**src/rtl/core/cdq_pkg.sv**
```systemverilog
// cdq_pkg: shared types and constants for the circular deque.
// Holds the channel payload structs, command codes, sequencer states and
// controller-to-datapath command group. No dependencies.
package cdq_pkg;

  localparam int VAL_W   = 32;
  localparam int CMD_W   = 3;
  localparam int COUNT_W = 7;
  localparam int CFG_W   = 7;
  localparam int RESET_CAPACITY = 64;

  typedef enum logic [CMD_W-1:0] {
    OP_INS_FRONT = 3'd0,
    OP_INS_REAR  = 3'd1,
    OP_DEL_FRONT = 3'd2,
    OP_DEL_REAR  = 3'd3,
    OP_INQUIRE   = 3'd4
  } cdq_op_t;

  typedef enum logic [1:0] {
    ST_IDLE,
    ST_READ,
    ST_CAPT
  } cdq_state_t;

  typedef struct packed {
    logic [CMD_W-1:0]        cmd;
    logic signed [VAL_W-1:0] value;
  } cdq_in_t;

  typedef struct packed {
    logic                    ok;
    logic signed [VAL_W-1:0] front_value;
    logic signed [VAL_W-1:0] rear_value;
    logic                    empty_res;
    logic                    full_res;
    logic [COUNT_W-1:0]      count;
  } cdq_out_t;

  // controller -> datapath
  typedef struct packed {
    logic exec;      // apply the accepted item to pointers and store
    logic cfg_wr;    // take new capacity, empty the deque
    logic load_out;  // capture read data into the result register
  } cdq_cmd_t;

endpackage

```
**src/rtl/core/circular_deque.sv**
```systemverilog
// circular_deque: top level of the bounded double-ended queue.
// Depends on cdq_pkg, cdq_ctrl, cdq_dpath (and cdq_ram through it).
//
//  channel | handshake           | payload
//  --------+---------------------+-----------------------------
//  in      | in_valid / in_ready | in_data  (cdq_in_t)
//  out     | out_valid/out_ready | out_data (cdq_out_t)
//  cfg     | cfg_valid/cfg_ready | cfg_data (capacity_in_use)
//
// Each item passes through ST_IDLE, which moves a pointer and writes the
// entry, ST_READ for the registered read of front and rear from the store,
// and ST_CAPT to load the result register. The load waits while a previous
// result is still held; the next item is taken once the result is loaded.
// Reset (rst_n low, synchronous) empties the deque at capacity 64 clamped to
// DEPTH; the entry store needs no clearing pass. A capacity write also
// empties the deque.
module circular_deque #(
  parameter int DEPTH = 64
) (
  input  logic                      clk,
  input  logic                      rst_n,
  input  logic                      in_valid,
  output logic                      in_ready,
  input  cdq_pkg::cdq_in_t          in_data,
  output logic                      out_valid,
  input  logic                      out_ready,
  output cdq_pkg::cdq_out_t         out_data,
  input  logic                      cfg_valid,
  output logic                      cfg_ready,
  input  logic [cdq_pkg::CFG_W-1:0] cfg_data
);
  import cdq_pkg::*;

  cdq_cmd_t cmd;

  cdq_ctrl u_ctrl (
    .clk       (clk),
    .rst_n     (rst_n),
    .in_valid  (in_valid),
    .in_ready  (in_ready),
    .out_valid (out_valid),
    .out_ready (out_ready),
    .cfg_valid (cfg_valid),
    .cfg_ready (cfg_ready),
    .cmd       (cmd)
  );

  cdq_dpath #(
    .DEPTH (DEPTH)
  ) u_dpath (
    .clk      (clk),
    .rst_n    (rst_n),
    .cmd      (cmd),
    .in_data  (in_data),
    .cfg_data (cfg_data),
    .out_data (out_data)
  );

endmodule

```
**src/rtl/core/cdq_ram.sv**
```systemverilog
// cdq_ram: generic RAM, one write port and two read ports, registered read.
// No package dependencies.
module cdq_ram #(
  parameter int WIDTH = 32,
  parameter int DEPTH = 64
) (
  input  logic                                 clk,
  input  logic                                 we,
  input  logic [(DEPTH > 1 ? $clog2(DEPTH) : 1)-1:0] waddr,
  input  logic [WIDTH-1:0]                     wdata,
  input  logic [(DEPTH > 1 ? $clog2(DEPTH) : 1)-1:0] raddr_a,
  input  logic [(DEPTH > 1 ? $clog2(DEPTH) : 1)-1:0] raddr_b,
  output logic [WIDTH-1:0]                     rdata_a,
  output logic [WIDTH-1:0]                     rdata_b
);

  logic [WIDTH-1:0] mem [DEPTH];

  always_ff @(posedge clk) begin
    if (we) begin
      mem[waddr] <= wdata;
    end
    rdata_a <= mem[raddr_a];
    rdata_b <= mem[raddr_b];
  end

endmodule

```
**src/rtl/core/cdq_ctrl.sv**
```systemverilog
// cdq_ctrl: sequencer for the circular deque.
// Drives the handshakes and issues cdq_pkg::cdq_cmd_t to the datapath.
module cdq_ctrl (
  input  logic              clk,
  input  logic              rst_n,
  input  logic              in_valid,
  output logic              in_ready,
  output logic              out_valid,
  input  logic              out_ready,
  input  logic              cfg_valid,
  output logic              cfg_ready,
  output cdq_pkg::cdq_cmd_t cmd
);
  import cdq_pkg::*;

  cdq_state_t state_r, state_nxt;
  logic       out_valid_r, out_valid_nxt;
  logic       out_free;

  // result register can take new data this cycle
  assign out_free = !out_valid_r || out_ready;

  always_comb begin
    state_nxt = state_r;
    case (state_r)
      ST_IDLE: begin
        if (in_valid && !cfg_valid) state_nxt = ST_READ;
      end
      ST_READ: state_nxt = ST_CAPT;
      ST_CAPT: begin
        if (out_free) state_nxt = ST_IDLE;
      end
      default: state_nxt = ST_IDLE;
    endcase
  end

  always_comb begin
    in_ready     = 1'b0;
    cfg_ready    = 1'b0;
    cmd.exec     = 1'b0;
    cmd.cfg_wr   = 1'b0;
    cmd.load_out = 1'b0;
    case (state_r)
      ST_IDLE: begin
        // configuration takes priority over an item in the same cycle
        cfg_ready  = 1'b1;
        in_ready   = !cfg_valid;
        cmd.cfg_wr = cfg_valid;
        cmd.exec   = in_valid && !cfg_valid;
      end
      ST_READ: ;
      ST_CAPT: cmd.load_out = out_free;
      default: ;
    endcase
  end

  always_comb begin
    out_valid_nxt = out_valid_r;
    if (cmd.load_out)   out_valid_nxt = 1'b1;
    else if (out_ready) out_valid_nxt = 1'b0;
  end

  always_ff @(posedge clk) begin
    if (!rst_n) begin
      state_r     <= ST_IDLE;
      out_valid_r <= 1'b0;
    end else begin
      state_r     <= state_nxt;
      out_valid_r <= out_valid_nxt;
    end
  end

  assign out_valid = out_valid_r;

  a_accept_then_read: assert property (@(posedge clk) disable iff (!rst_n)
    (in_valid && in_ready) |=> (state_r == ST_READ))
    else $error("item accepted but sequencer did not move to read");

  a_no_overwrite: assert property (@(posedge clk) disable iff (!rst_n)
    cmd.load_out |-> (!out_valid_r || out_ready))
    else $error("result register overwritten while still held");

  a_cfg_item_exclusive: assert property (@(posedge clk) disable iff (!rst_n)
    !(cfg_valid && cfg_ready && in_valid && in_ready))
    else $error("configuration and item accepted together");

endmodule

```
**src/rtl/core/cdq_dpath.sv**
```systemverilog
// cdq_dpath: pointers, count, capacity, entry store and result register.
// Depends on cdq_pkg and cdq_ram; driven by cdq_ctrl commands.
module cdq_dpath #(
  parameter int DEPTH = 64
) (
  input  logic                      clk,
  input  logic                      rst_n,
  input  cdq_pkg::cdq_cmd_t         cmd,
  input  cdq_pkg::cdq_in_t          in_data,
  input  logic [cdq_pkg::CFG_W-1:0] cfg_data,
  output cdq_pkg::cdq_out_t         out_data
);
  import cdq_pkg::*;

  localparam int PTR_W = (DEPTH > 1) ? $clog2(DEPTH) : 1;
  localparam int CAP_W = $clog2(DEPTH + 1);
  localparam int RESET_CAP = (RESET_CAPACITY > DEPTH) ? DEPTH : RESET_CAPACITY;

  logic [CAP_W-1:0] cap_r, cap_nxt, cap_wr;
  logic [PTR_W-1:0] head_r, head_nxt, tail_r, tail_nxt, last_ptr, last_wr;
  logic [CAP_W-1:0] count_r, count_nxt;
  logic             ok_r, ok_nxt;
  logic             we;
  logic [PTR_W-1:0] waddr;
  logic [VAL_W-1:0] rdata_a, rdata_b;
  logic             empty, full;
  cdq_out_t         out_r;

  // clamp the written capacity into 1..DEPTH
  always_comb begin
    if (cfg_data == '0) begin
      cap_wr = CAP_W'(1);
    end else if (32'(cfg_data) > 32'(DEPTH)) begin
      cap_wr = CAP_W'(DEPTH);
    end else begin
      cap_wr = CAP_W'(cfg_data);
    end
  end

  assign last_ptr = PTR_W'(cap_r - 1'b1);
  assign last_wr  = PTR_W'(cap_wr - 1'b1);
  assign empty    = (count_r == '0);
  assign full     = (count_r >= cap_r);

  always_comb begin
    head_nxt  = head_r;
    tail_nxt  = tail_r;
    count_nxt = count_r;
    ok_nxt    = 1'b1;
    we        = 1'b0;
    waddr     = head_r;
    case (cdq_op_t'(in_data.cmd))
      OP_INS_FRONT: begin
        if (full) begin
          ok_nxt = 1'b0;
        end else begin
          head_nxt  = (head_r == '0) ? last_ptr : head_r - 1'b1;
          we        = 1'b1;
          waddr     = head_nxt;
          count_nxt = count_r + 1'b1;
          if (empty) tail_nxt = head_nxt;
        end
      end
      OP_INS_REAR: begin
        if (full) begin
          ok_nxt = 1'b0;
        end else begin
          tail_nxt  = (tail_r == last_ptr) ? '0 : tail_r + 1'b1;
          we        = 1'b1;
          waddr     = tail_nxt;
          count_nxt = count_r + 1'b1;
          if (empty) head_nxt = tail_nxt;
        end
      end
      OP_DEL_FRONT: begin
        if (empty) begin
          ok_nxt = 1'b0;
        end else begin
          count_nxt = count_r - 1'b1;
          if (count_r == CAP_W'(1)) begin
            head_nxt = '0;
            tail_nxt = last_ptr;
          end else begin
            head_nxt = (head_r == last_ptr) ? '0 : head_r + 1'b1;
          end
        end
      end
      OP_DEL_REAR: begin
        if (empty) begin
          ok_nxt = 1'b0;
        end else begin
          count_nxt = count_r - 1'b1;
          if (count_r == CAP_W'(1)) begin
            head_nxt = '0;
            tail_nxt = last_ptr;
          end else begin
            tail_nxt = (tail_r == '0) ? last_ptr : tail_r - 1'b1;
          end
        end
      end
      default: ;  // inquire and unused codes: no change
    endcase
  end

  assign cap_nxt = cap_wr;

  always_ff @(posedge clk) begin
    if (!rst_n) begin
      cap_r   <= CAP_W'(RESET_CAP);
      head_r  <= '0;
      tail_r  <= PTR_W'(RESET_CAP - 1);
      count_r <= '0;
      ok_r    <= 1'b1;
    end else if (cmd.cfg_wr) begin
      cap_r   <= cap_nxt;
      head_r  <= '0;
      tail_r  <= last_wr;
      count_r <= '0;
    end else if (cmd.exec) begin
      head_r  <= head_nxt;
      tail_r  <= tail_nxt;
      count_r <= count_nxt;
      ok_r    <= ok_nxt;
    end
  end

  cdq_ram #(
    .WIDTH (VAL_W),
    .DEPTH (DEPTH)
  ) u_store (
    .clk     (clk),
    .we      (cmd.exec && we),
    .waddr   (waddr),
    .wdata   (in_data.value),
    .raddr_a (head_r),
    .raddr_b (tail_r),
    .rdata_a (rdata_a),
    .rdata_b (rdata_b)
  );

  // pointers settle at exec, so read data is current by the capture state
  always_ff @(posedge clk) begin
    if (cmd.load_out) begin
      out_r.ok          <= ok_r;
      out_r.front_value <= empty ? '1 : rdata_a;
      out_r.rear_value  <= empty ? '1 : rdata_b;
      out_r.empty_res   <= empty;
      out_r.full_res    <= (count_r == cap_r);
      out_r.count       <= COUNT_W'(count_r);
    end
  end

  assign out_data = out_r;

  a_count_bound: assert property (@(posedge clk) disable iff (!rst_n)
    count_r <= cap_r)
    else $error("entry count above capacity");

  a_empty_pointers: assert property (@(posedge clk) disable iff (!rst_n)
    (count_r == '0) |-> (head_r == '0 && tail_r == last_ptr))
    else $error("empty deque with pointers not at rest");

  a_cap_range: assert property (@(posedge clk) disable iff (!rst_n)
    (cap_r != '0) && (32'(cap_r) <= 32'(DEPTH)))
    else $error("capacity out of range");

endmodule
```
**config.mk**
```make
export PLATFORM = sky130hd
export DESIGN_NAME = circular_deque
export DESIGN_NICKNAME = d
export VERILOG_FILES = /design/src/rtl/core/cdq_pkg.sv /design/src/rtl/core/circular_deque.sv /design/src/rtl/core/cdq_ram.sv /design/src/rtl/core/cdq_ctrl.sv /design/src/rtl/core/cdq_dpath.sv
export SDC_FILE = /design/constraint.sdc
export NUM_CORES = 2
export LEC_CHECK = 0
export ABC_CLOCK_PERIOD_IN_PS = 18600
export BUFFER_PORTS_ARGS = -buffer_cell sky130_fd_sc_hd__buf_2
export CAP_MARGIN = 25
export CORE_MARGIN = 3
export CORE_UTILIZATION = 40
export DETAILED_ROUTE_END_ITERATION = 16
export GPL_TIMING_DRIVEN = 1
export MAX_ROUTING_LAYER = met4
export PLACE_DENSITY = 0.53
export SYNTH_ARGS = -nofsm -noshare
export SYNTH_HDL_FRONTEND = slang
export SYNTH_SLANG_ARGS = --single-unit
export TNS_END_PERCENT = 20
```
**constraint.sdc**
```tcl
create_clock -name clk -period 18.6 [get_ports clk]
set_clock_uncertainty 0.2 [all_clocks]
set_input_delay 1.86 -clock clk [delete_from_list [all_inputs] [get_ports clk]]
set_output_delay 1.86 -clock clk [all_outputs]
set_load 0.05 [all_outputs]
```
==> impl_metrics.toml <==
[die]
ios = 124
core-area_sq_um = 249800
rows = 183
fp.dieH_um = 508.3
start_util_pct = 40.40
die_x_um = 508.3
die_area_sq_um = 258400

[logic_synthesis]
syn_area_sq_um = 100900
yosysTopAreaCell = "edfxtp_1"
synth_top_area_share_pct = 63.13
syn-instance-count = 4574
synthFlopType = "edfxtp_1"
syn_nets = 4638
ys_warn_count = 0
postSynthAreaPerCell_sq_um = 22.07
yosysSeqAreaShare_pct = 65.00
ys_ff_latch = 2216
synthTopCellsByArea = "edfxtp_1, mux4_2, dfxtp_1"
synth-edff-count = 2122
synth_common_cells = "edfxtp_1, mux4_2, clkbuf_1, dfxtp_1, buf_1"
synth_cell_type_count = 76
synth-async-reset-ratio_pct = 0
synth.most_common_cell = "edfxtp_1"

[clock_network]
root_buffer = "clkbuf_16"
ctsResizeCount = 0
cts_tree = "done"
clk_pin_slew_ps = 60
clockBufferDepth = 3
postCtsHoldBufs = 0
cts_setup_buffers = 0
clk_latency_ps = 900
h-tree-depth = 4
clock_sinks = 2216
cts-buffers-inserted = 234

[sta]
finalCriticalPeriod_ps = 6192
fmax_ghz = 0.1615
setup_viol = 0
slew_headroom_pct = 23.18
worstMarginPinSlew_ps = 1152
tns_ps = 0
drv_slew = 0
hold_viol = 0
min_period_over_period_pct = 33.29
rsz0062_at_grt = "false"

[power]
switchingPower_mw = 2.535
p_clk_share_pct = 42.2
seq_power_share_pct = 49.9
leakage_nw = 34.64
combPwrFrac_pct = 7.8
power_density_nw_per_um2 = 97.35
p_sw_share_pct = 22.75
ir_drop_mv = 0.09215
p_int_mw = 8.609

[setup_path]
crit_path_max_fanout = 83
setup.worst_path.class = "flip-flop to flip-flop"
endpoint_kind = "flip-flop"
start_kind = "flip-flop"
worst_ep_required_time_ps = 19160
arrival_ps = 6760

[finish]
layout.nets = 4841
syn_to_final_growth_pct = 13.42
fillCellCount = 20690
drive_above_1_share_pct = 41.81
postLayoutCoreUtil_pct = 45.83

[routing]
drc = 0
postRouteAntennaNets = 0
vias = 54955
wl_per_cell_um = 40.28
routed_wl_mm = 336.8
drt_pass1_iterations = 7
drt_iter0_drc = 7281
via_per_inst = 6.574

[place]
io_buffers = 123
hpwl_mm = 190.2
gp_congestion = 0.8370

[grt]
overflow = 0
grt_pass1_vias = 53582
grt_max_degree = 142
antenna_found_initial = 37
grt_pass1_wl_mm = 457.9
grt_use_total_pct = 26.74

[worst_hold_path]
hp-class = "flip-flop to flip-flop"

[job]
drv_cap = 0

[outcome]
status = "finished, final reports clean"
==> cells by family after synthesis <==
kind of cell    after synthesis  share of synthesized area (%)
compound gates              210                          1.370
xor+xnor                     36                         0.3880
fa+ha+maj                    17                         0.2107
buf+inv                     382                          1.550
flops                      2216                          65.00
mux                        1365                          29.58
simple gates                348                          1.900
==> metal layers <==
| layer | global-route usage [%] | wire length, um |
|---|---|---|
| met5 | - | 0 |
| met2 | 39.98 | 157400 |
| met4 | 7.029 | 9138 |
| met3 | 4.975 | 29570 |
| met1 | 38.01 | 140700 |
==> final cells by class <==
cell class	count	area, sq um	area share [%]
Sequential cell	2216	65650	57.35
Multi-Input combinational cell	1976	34140	29.83
Clock buffer	336	6579	5.747
Tap cell	3330	4167	3.640
Timing Repair Buffer	331	2603	2.273
Clock inverter	103	1144	0.9990
Antenna cell	50	125.1	0.1093
Inverter	18	67.56	0.05902
==> path summary, 6_finish.rpt <==
kind / start / end / slack [ps] / depth (start not counted)
max reg2reg: u_dpath.head_r[0]$_SDFFE_PP0P_ / u_dpath.u_store.rdata_a[15]$_DFF_P_ / 12410 / 9
min reg2reg: u_dpath.ok_r$_SDFFE_PN1P_ / u_dpath.out_data[73]$_DFFE_PP_ / 230 / 0
min: u_dpath.ok_r$_SDFFE_PN1P_ / u_dpath.out_data[73]$_DFFE_PP_ / 230 / 0
max: u_dpath.head_r[0]$_SDFFE_PP0P_ / u_dpath.u_store.rdata_a[15]$_DFF_P_ / 12410 / 9
==> registers in the layout (all words and copies together), names as in the netlist <==
name                     count
u_dpath.tail_r               6
u_ctrl.out_valid             1
u_dpath.u_store.rdata_a     32
u_dpath.cap_r                7
u_dpath.u_store.rdata_b     32
u_dpath.u_store.mem       2048
u_dpath.out_data            74
u_ctrl.state_r               2
u_dpath.count_r              7
u_dpath.ok_r                 1
u_dpath.head_r               6
==> layout by cell type, fill, tap and decap left out, types with 51 or more instances in the layout <==
cell type  instances
nand2b_1          77
dfxtp_1           82
clkbuf_1          68
clkbuf_16        234
mux4_2          1294
nor2_1            51
edfxtp_1        2122
a21oi_1           65
buf_4            176
buf_2            123
mux2i_1           66
==> metrics by stage <==
step	hold WS (ps)	setup WS (ps)	std cells	power, mW	cell area [sq um]
after global placement	214.0	12260	7846	6.536	106100
after floorplan	209.0	11320	4574	6.188	100900
after detailed placement	217.9	12260	7851	6.540	106200
final	227.8	12410	8360	11.14	114500
after CTS	229.7	12220	8290	11.22	113900
after global routing	232.8	11860	8339	11.48	114400
==> critical path: stages (launching register included) <==
cell	delay, ps
dfxtp_4	790
buf_12	520
buf_4	820
buf_4	810
buf_4	840
mux4_2	610
mux4_2	490
a21oi_1	170
a21oi_1	80
or2_2	310
==> power groups by stage <==
stage                     sequential, mW  clock [mW]  combinational (mW)
after floorplan                     5.62           0               0.573
after global placement              5.67           0               0.863
after detailed placement            5.67           0               0.867
after CTS                           5.57        4.79               0.868
after global routing                5.56        5.00               0.917
final                               5.57        4.71               0.872
No activity file was read; power rests on OpenSTA's default activity.
